[src/sv/bpfe_pkg.sv]
`default_nettype none

package bpfe_pkg;

  localparam int unsigned SAMPLE_W = 10;
  localparam int unsigned FILT_W   = 12;
  localparam int unsigned MS_W     = 19;
  localparam int unsigned SQ_W     = 19;
  localparam int unsigned WORD_W   = 32;
  localparam int unsigned COEF_W   = 18;

  // Result queue behind the output stage.
  localparam int unsigned FIFO_DEPTH = 4;
  localparam int unsigned FIFO_PTR_W = 2;
  localparam int unsigned FIFO_CNT_W = 3;

  // Q2.16 filter coefficients.
  localparam logic signed [COEF_W-1:0] COEF_B = 18'sd27178;
  localparam logic signed [COEF_W-1:0] COEF_A [4] = '{
    -18'sd13544, -18'sd1832, -18'sd11872, 18'sd92339
  };

  localparam logic signed [SAMPLE_W:0] MID_SCALE = 11'sd512;

  typedef struct packed {
    logic signed [WORD_W-1:0] v;
    logic signed [WORD_W-1:0] w0;
    logic signed [WORD_W-1:0] w2;
  } iir_tap_t;

  typedef struct packed {
    logic signed [FILT_W-1:0] filtered;
    logic                     frame_end;
    logic [MS_W-1:0]          mean_square;
  } result_t;

endpackage

`default_nettype wire

[src/sv/bpfe_iir.sv]
`default_nettype none

module bpfe_iir (
  input  logic                          clk_i,
  input  logic                          rst_ni,
  input  logic                          advance_i,
  input  logic [bpfe_pkg::SAMPLE_W-1:0] sample_i,
  output bpfe_pkg::iir_tap_t            tap_o
);

  localparam int unsigned X_W     = bpfe_pkg::SAMPLE_W + 11;
  localparam int unsigned ACC_W   = 52;
  localparam int unsigned RND_SH  = 16;
  localparam int unsigned VR_W    = ACC_W - RND_SH;
  localparam int unsigned WORD_W  = bpfe_pkg::WORD_W;
  localparam int unsigned COEF_W  = bpfe_pkg::COEF_W;

  logic signed [WORD_W-1:0]        hist_q [4];
  logic signed [X_W-1:0]           x;
  logic signed [COEF_W+X_W-1:0]    prod_b;
  logic signed [COEF_W+WORD_W-1:0] prod_a [4];
  logic signed [ACC_W-1:0]         acc;
  logic signed [VR_W-1:0]          vr;
  logic signed [WORD_W-1:0]        v;

  // Raw sample as Q11.10, no mid-scale removal.
  assign x = $signed({1'b0, sample_i, 10'b0});

  always_comb begin
    prod_b = bpfe_pkg::COEF_B * x;
    for (int i = 0; i < 4; i++) begin
      prod_a[i] = bpfe_pkg::COEF_A[i] * hist_q[i];
    end
    acc = ACC_W'(prod_b) + ACC_W'(prod_a[0]) + ACC_W'(prod_a[1])
        + ACC_W'(prod_a[2]) + ACC_W'(prod_a[3]) + ACC_W'(32'sd32768);
    vr  = acc[ACC_W-1:RND_SH];
    // Saturate to the 32-bit word range.
    if ((&vr[VR_W-1:WORD_W-1]) || !(|vr[VR_W-1:WORD_W-1])) begin
      v = vr[WORD_W-1:0];
    end else if (vr[VR_W-1]) begin
      v = {1'b1, {(WORD_W-1){1'b0}}};
    end else begin
      v = {1'b0, {(WORD_W-1){1'b1}}};
    end
  end

  always_ff @(posedge clk_i or negedge rst_ni) begin
    if (!rst_ni) begin
      for (int i = 0; i < 4; i++) begin
        hist_q[i] <= '0;
      end
    end else if (advance_i) begin
      hist_q[0] <= hist_q[1];
      hist_q[1] <= hist_q[2];
      hist_q[2] <= hist_q[3];
      hist_q[3] <= v;
    end
  end

  assign tap_o.v  = v;
  assign tap_o.w0 = hist_q[0];
  assign tap_o.w2 = hist_q[2];

endmodule

`default_nettype wire

[src/sv/bpfe_fifo.sv]
`default_nettype none

module bpfe_fifo (
  input  logic                            clk_i,
  input  logic                            rst_ni,
  input  logic                            push_i,
  input  bpfe_pkg::result_t               push_data_i,
  input  logic                            pop_i,
  output bpfe_pkg::result_t               pop_data_o,
  output logic [bpfe_pkg::FIFO_CNT_W-1:0] count_o
);

  localparam int unsigned PTR_W = bpfe_pkg::FIFO_PTR_W;
  localparam int unsigned CNT_W = bpfe_pkg::FIFO_CNT_W;

  bpfe_pkg::result_t mem_q [bpfe_pkg::FIFO_DEPTH];
  logic [PTR_W-1:0]  wr_ptr_q, rd_ptr_q;
  logic [CNT_W-1:0]  count_q, count_d;

  assign count_d = count_q + CNT_W'(push_i) - CNT_W'(pop_i);

  always_ff @(posedge clk_i or negedge rst_ni) begin
    if (!rst_ni) begin
      wr_ptr_q <= '0;
      rd_ptr_q <= '0;
      count_q  <= '0;
    end else begin
      if (push_i) wr_ptr_q <= wr_ptr_q + 1'b1;
      if (pop_i)  rd_ptr_q <= rd_ptr_q + 1'b1;
      count_q <= count_d;
    end
  end

  always_ff @(posedge clk_i) begin
    if (push_i) begin
      mem_q[wr_ptr_q] <= push_data_i;
    end
  end

  assign pop_data_o = mem_q[rd_ptr_q];
  assign count_o    = count_q;

endmodule

`default_nettype wire

[src/sv/bandpass_filter_frame_energy_top.sv]
`default_nettype none
// Channel  Dir  Handshake                 Payload
// in       in   in_valid_i / in_stall_o   sample_i
// out      out  out_valid_o / out_stall_i filtered_o, frame_end_o, mean_square_o
//
// One request per cycle while in_stall_o is low; the filter recursion closes
// combinationally through the five coefficient multipliers. A result is
// registered in the s1 stage, then written to the result queue and offered.
// Reset clears the filter history, frame sum and frame position at once.
// A four-entry result queue holds results under out_stall_i; in_stall_o rises
// only when the queue plus the request in flight fill it.

module bandpass_filter_frame_energy_top #(
  parameter int unsigned FRAME_SIZE = 256
) (
  input  logic                                 clk_i,
  input  logic                                 rst_ni,
  input  logic                                 in_valid_i,
  output logic                                 in_stall_o,
  input  logic [bpfe_pkg::SAMPLE_W-1:0]        sample_i,
  output logic                                 out_valid_o,
  input  logic                                 out_stall_i,
  output logic signed [bpfe_pkg::FILT_W-1:0]   filtered_o,
  output logic                                 frame_end_o,
  output logic [bpfe_pkg::MS_W-1:0]            mean_square_o
);

  localparam int unsigned SAMPLE_W  = bpfe_pkg::SAMPLE_W;
  localparam int unsigned WORD_W    = bpfe_pkg::WORD_W;
  localparam int unsigned FILT_W    = bpfe_pkg::FILT_W;
  localparam int unsigned MS_W      = bpfe_pkg::MS_W;
  localparam int unsigned CNT_W     = bpfe_pkg::FIFO_CNT_W;
  localparam int unsigned POS_W     = $clog2(FRAME_SIZE);
  localparam int unsigned SUM_W     = POS_W + bpfe_pkg::SQ_W;
  localparam int unsigned Y_W       = WORD_W + 2;
  localparam int unsigned YI_W      = Y_W - 10;
  // Exact floor division by FRAME_SIZE through a rounded-up reciprocal.
  localparam int unsigned DIV_SHIFT = SUM_W + POS_W;
  localparam logic [63:0] DIV_MUL_FULL =
    ((64'd1 << DIV_SHIFT) + 64'(FRAME_SIZE) - 64'd1) / 64'(FRAME_SIZE);
  localparam logic [SUM_W:0] DIV_MUL = DIV_MUL_FULL[SUM_W:0];

  logic                      in_accept;
  bpfe_pkg::iir_tap_t        tap;
  logic signed [SAMPLE_W:0]  dev;
  logic signed [2*SAMPLE_W+1:0] sq_full;
  logic [bpfe_pkg::SQ_W-1:0] sq;
  logic [SUM_W-1:0]          total;
  logic                      frame_last;

  logic [POS_W-1:0]          pos_q;
  logic [SUM_W-1:0]          energy_q;
  logic                      s1_valid_q;
  bpfe_pkg::iir_tap_t        s1_tap_q;
  logic                      s1_last_q;
  logic [SUM_W-1:0]          s1_total_q;

  logic signed [Y_W-1:0]     y;
  logic signed [YI_W-1:0]    yi;
  logic signed [FILT_W-1:0]  filt;
  logic [2*SUM_W:0]          div_prod;
  bpfe_pkg::result_t         push_data;
  bpfe_pkg::result_t         pop_data;
  logic [CNT_W-1:0]          fifo_count;
  logic                      pop;

  // Stall while the queue has no room for the request in flight plus one more.
  assign in_stall_o = (fifo_count + CNT_W'(s1_valid_q)) >= CNT_W'(bpfe_pkg::FIFO_DEPTH);
  assign in_accept  = in_valid_i && !in_stall_o;

  bpfe_iir u_iir (
    .clk_i     (clk_i),
    .rst_ni    (rst_ni),
    .advance_i (in_accept),
    .sample_i  (sample_i),
    .tap_o     (tap)
  );

  assign dev        = $signed({1'b0, sample_i}) - bpfe_pkg::MID_SCALE;
  assign sq_full    = dev * dev;
  assign sq         = sq_full[bpfe_pkg::SQ_W-1:0];
  assign total      = energy_q + SUM_W'(sq);
  assign frame_last = pos_q >= POS_W'(FRAME_SIZE - 1);

  always_ff @(posedge clk_i or negedge rst_ni) begin
    if (!rst_ni) begin
      pos_q      <= '0;
      energy_q   <= '0;
      s1_valid_q <= 1'b0;
    end else begin
      s1_valid_q <= in_accept;
      if (in_accept) begin
        // Clear the sum and restart the frame on its last sample.
        pos_q    <= frame_last ? '0 : pos_q + 1'b1;
        energy_q <= frame_last ? '0 : total;
      end
    end
  end

  always_ff @(posedge clk_i) begin
    if (in_accept) begin
      s1_tap_q   <= tap;
      s1_last_q  <= frame_last;
      s1_total_q <= total;
    end
  end

  always_comb begin
    y = Y_W'(s1_tap_q.w0) + Y_W'(s1_tap_q.v) - (Y_W'(s1_tap_q.w2) <<< 1);
    yi = y[Y_W-1:10];
    if ((&yi[YI_W-1:FILT_W-1]) || !(|yi[YI_W-1:FILT_W-1])) begin
      filt = yi[FILT_W-1:0];
    end else if (yi[YI_W-1]) begin
      filt = {1'b1, {(FILT_W-1){1'b0}}};
    end else begin
      filt = {1'b0, {(FILT_W-1){1'b1}}};
    end
  end

  assign div_prod = s1_total_q * DIV_MUL;

  assign push_data.filtered    = filt;
  assign push_data.frame_end   = s1_last_q;
  assign push_data.mean_square = s1_last_q ? div_prod[DIV_SHIFT +: MS_W] : '0;

  assign pop = out_valid_o && !out_stall_i;

  bpfe_fifo u_fifo (
    .clk_i       (clk_i),
    .rst_ni      (rst_ni),
    .push_i      (s1_valid_q),
    .push_data_i (push_data),
    .pop_i       (pop),
    .pop_data_o  (pop_data),
    .count_o     (fifo_count)
  );

  assign out_valid_o   = fifo_count != '0;
  assign filtered_o    = pop_data.filtered;
  assign frame_end_o   = pop_data.frame_end;
  assign mean_square_o = pop_data.mean_square;

endmodule

`default_nettype wire

[config.mk]
export PLATFORM = sky130hd
export DESIGN_NAME = bandpass_filter_frame_energy_top
export DESIGN_NICKNAME = d
export VERILOG_FILES = /design/src/sv/bpfe_pkg.sv /design/src/sv/bpfe_iir.sv /design/src/sv/bpfe_fifo.sv /design/src/sv/bandpass_filter_frame_energy_top.sv
export SDC_FILE = /design/constraint.sdc
export NUM_CORES = 2
export LEC_CHECK = 0
export ABC_AREA = 1
export BUFFER_PORTS_ARGS = -buffer_cell sky130_fd_sc_hd__buf_2
export CORE_AREA = 10 10 351 353
export CTS_BUF_LIST = sky130_fd_sc_hd__clkbuf_4 sky130_fd_sc_hd__clkbuf_8
export CTS_CLUSTER_SIZE = 40
export DETAILED_ROUTE_END_ITERATION = 12
export DIE_AREA = 0 0 361 363
export PLACE_DENSITY = 0.7
export SLEW_MARGIN = 10
export SYNTH_ARGS = -nofsm -noshare
export SYNTH_HDL_FRONTEND = slang
export SYNTH_HIERARCHICAL = 1
export SYNTH_SLANG_ARGS = --single-unit
[constraint.sdc]
create_clock -name clk_i -period 10.9 [get_ports clk_i]
set_clock_uncertainty 0.05 [all_clocks]
set_input_delay 0 -clock clk_i [delete_from_list [all_inputs] [get_ports clk_i]]
set_output_delay 0 -clock clk_i [all_outputs]
set_load 0.02 [all_outputs]
==> implementation parameters <==
Parameter                              Value

STA
  Worst slew pin tran ... 1130 ps
  Final count of hold timing violations ... 0
  TNS Setup ... 0 ps
  Max-slew violation count ... 0
  Maximum clock frequency ... 0.0948 GHz
  Crit share post-route ... between 90% and 100%
  Total of endpoints with negative setup slack in the final report ... 0
  Relative slew slack ... between 20% and 30%
  Fin crit period ... 10,550 ps

Placed design
  RePlAce Congestion ... about 1
  DP HPWL ... 161 mm
  Total of buffers placed on input and output ports ... 47

Detailed routing
  Residual antenna-violating net count after detailed routing ... 0
  Vias/cell ... about 5.2
  Routed wire per std cell ... around 20 um
  DRC viols ... 0
  Final wirelength ... between 150 and 200 mm
  Initial DRC Count ... around 3,700
  First-pass iteration count of the detailed router ... 6
  Via count ... approximately 48,000

Synth
  Synth top area share ... roughly a quarter
  Post-synth ARST share ... 41.2%
  Flop and latch count out of synthesis ... just over 400
  Most frequently used flop master after synthesis ... sky130_fd_sc_hd__edfxtp_1
  Area of the mapped netlist ... about 0.063 mm^2
  Number of synthesis warnings ... 6
  Top cells by area, synth ... sky130_fd_sc_hd__fa_1, sky130_fd_sc_hd__ha_1, sky130_fd_sc_hd__inv_1
  Count of flip-flops with a built-in enable after synthesis ... around 240
  Mean area per synthesized cell ... 8.51 um^2
  Top cell type by total area after synthesis ... sky130_fd_sc_hd__fa_1
  Fraction of the yosys area taken by sequential cells ... between 10% and 20%
  Synthesized instance count ... roughly 7,400
  Dominant cell by count in the synthesized netlist ... sky130_fd_sc_hd__inv_1
  Top cells by instance count after synthesis ... sky130_fd_sc_hd__inv_1, sky130_fd_sc_hd__nand2_1, sky130_fd_sc_hd__ha_1
  Nets in the synthesized netlist ... 9,269
  Count of cell types in the netlist ... between 50 and 60

Layout
  Area growth from synthesis to final layout ... 8.02%
  Number of fillers in the final layout ... 10,380
  Share of post-route cells with drive strength above 1 ... 7.92%
  Utilization after layout ... 59.1%
  Net count of the finished layout ... between 9,000 and 10,000

Worst setup path
  Master of the slowest instance on the critical path ... sky130_fd_sc_hd__fa_1
  Endpoint arrival time on the critical path ... about 11,000 ps
  Flop2flop setup slack ... approximately 350 ps
  Startpoint class of the critical path ... flip-flop
  Worst path most repeated cell ... sky130_fd_sc_hd__inv_1
  Worst path buffer plus inverter count ... 11
  Path depth of the worst reg2reg path ... 45
  Beginning of the worst register-to-register path ... u_iir/tap_o[21]$_DFFE_PN0P_
  Maximum fanout encountered on the critical timing path ... 12
  Required @ worst endpoint ... 11,380 ps
  Crit-path leading delay family ... adder cells
  Endpoint of the most critical register-to-register path ... s1_tap_q[84]$_DFFE_PP_
  Critical path class ... flip-flop to flip-flop
  Startpoint of the worst setup timing path ... u_iir/tap_o[21]$_DFFE_PN0P_
  Crit path capture type ... flip-flop
  Max stage delay on crit path ... between 500 and 600 ps

Clock tree
  Number of buffers on the longest clock path ... 3
  Clock latency reported for the late side of the worst-skew pair ... approximately 790 ps
  Clock-pin slew reported for the worst setup and hold paths after clock tree synthesis ... approximately 60 ps
  Number of sinks driven by the clock tree ... between 400 and 500
  Root buffer cell ... sky130_fd_sc_hd__clkbuf_8
  CTS tree ... done
  Max H-tree Level ... 3
  Clock buffers created by TritonCTS ... just under 80

Floorplanning
  # IOs ... between 40 and 50
  Horizontal die dimension ... 361 um
  Starting utilization of the core area ... a little over half
  Placement Rows ... around 130
  Die H ... roughly 360 um
  Core Region ... around 0.12 mm^2
  Die footprint ... 0.131 mm^2

Worst hold path
  Hold Crit Endpoint ... energy_q[0]$_DFFE_PN0P_
  Hold Crit Class ... primary input to flip-flop
  Startpoint of the tightest hold check path ... sample_i[0]
  Worst hold stages ... 3

Global route
  Vias in the first global route ... 50,135
  Overflow left after global routing ... 0
  Largest net degree at the start of global routing ... 93
  Antenna violations before repair ... 6
  Global-route wire length before repair ... about 290 mm
  Global routing usage summed across all routing layers ... between 20% and 30%

Job
  Max Cap Viol ... 0

Outcome
  Status ... completed
[cell type report]
cell class | instances | area (um^2) | area share, %
well taps | 1524 | 1910 | 2.79
repair buffers | 231 | 1720 | 2.51
diodes | 3 | 7.51 | 0.0110
multi-input cells | 4645 | 43100 | 62.9
clock buffers | 99 | 1260 | 1.84
flip-flops and latches | 415 | 11700 | 17.0
clock inverters | 45 | 415 | 0.607
inverters | 2244 | 8420 | 12.3
[worst max path at each step]
stage | depth (start not counted) | to
global placement | 48 | u_iir/hist_q[30]$_DFFE_PN0P_
detailed placement | 43 | u_iir/hist_q[30]$_DFFE_PN0P_
CTS | 48 | s1_tap_q[78]$_DFFE_PP_
floorplan | 50 | s1_tap_q[64]$_DFFE_PP_
finish | 45 | s1_tap_q[84]$_DFFE_PP_
global route | 46 | u_iir/hist_q[30]$_DFFE_PN0P_
[per-layer routing]
layer	up-vias	global-route usage, %	share of wire, %
met2	1508	45.5	45
met3	277	5.37	7.4
li1	22732	-	-
met5	-	0	0
met1	23401	39.8	45
met4	0	9.29	3.5
[cell usage in the layout, fill, tap and decap left out, types with 20 or more instances in the layout]
cell type,Yosys,final
sky130_fd_sc_hd__a21oi_1,254,232
sky130_fd_sc_hd__nor3_1,23,21
sky130_fd_sc_hd__a31oi_1,32,30
sky130_fd_sc_hd__a21o_1,29,29
sky130_fd_sc_hd__dfrtp_2,0,39
sky130_fd_sc_hd__nand2_2,47,51
sky130_fd_sc_hd__ha_1,995,966
sky130_fd_sc_hd__xnor2_1,86,82
sky130_fd_sc_hd__nand4_1,25,25
sky130_fd_sc_hd__edfxtp_1,244,244
sky130_fd_sc_hd__inv_1,2235,2227
sky130_fd_sc_hd__a21oi_2,0,20
sky130_fd_sc_hd__fa_1,817,812
sky130_fd_sc_hd__dfrtp_1,171,132
sky130_fd_sc_hd__nand2_1,1303,1299
sky130_fd_sc_hd__xor2_1,140,137
sky130_fd_sc_hd__nand3_1,198,195
sky130_fd_sc_hd__buf_2,17,46
sky130_fd_sc_hd__nor2_2,19,22
sky130_fd_sc_hd__o21ai_0,226,213
sky130_fd_sc_hd__clkbuf_8,0,83
sky130_fd_sc_hd__buf_4,69,173
sky130_fd_sc_hd__nor2_1,306,296
[flip-flops by register name, indices dropped and copies added (netlist names)]
signal	count
u_fifo/mem_q	128
s1_tap_q	96
u_iir/hist_q	64
u_iir/tap_o	64
energy_q	27
s1_total_q	19
pos_q	8
u_fifo/count_o	3
u_fifo/rd_ptr_q	2
u_fifo/wr_ptr_q	2
s1_last_q	1
s1_valid_q	1
[stage by stage]
step                      hold slack (ps)  setup slack [ps]  instances  instance area (um^2)
after global routing                  111             -45.0       9205                 68400
after CTS                            58.0              31.0       9188                 67700
after detailed placement             64.4              -338       9038                 65900
after global placement               57.8              -257       9038                 65900
after floorplan                      -346               967       7443                 63400
final                                99.9               353       9206                 68400
[cell families (layout without fill, tap and decap cells)]
kind of cell,count (synthesis),count (layout),share of synthesized area [%]
adder cells (fa/ha/maj),1812,1812,45.5
other,0,3,0
buffers and inverters,2383,2619,14.7
AND/OR/NAND/NOR,1973,1973,12.8
flip-flops,415,415,18.3
AO/OA/AOI/OAI,634,634,5.59
XOR/XNOR,226,226,3.12
[what timing repair did]
item | 4_1_cts | 5_1_grt
pin swaps | 0 | 27
hold buffers | 6 | 0
hold endpoints to repair | 145 | 0
endpoints found under the setup margin | 50 | 64
setup buffers | 0 | 14
cloned | 0 | 1
gates resized for setup | 5 | 183
[worst reg2reg max path: cells and delay by family (launching register included)]
family	cells	cell delay [ps]
AND/OR/NAND/NOR	16	1900
flip-flops	1	510
adder cells (fa/ha/maj)	14	6330
XOR/XNOR	1	190
buffers and inverters	11	920
AO/OA/AOI/OAI	3	380
Power is not shown: default switching activity piles up to over one toggle a cycle in this logic, so the estimate is an artifact.
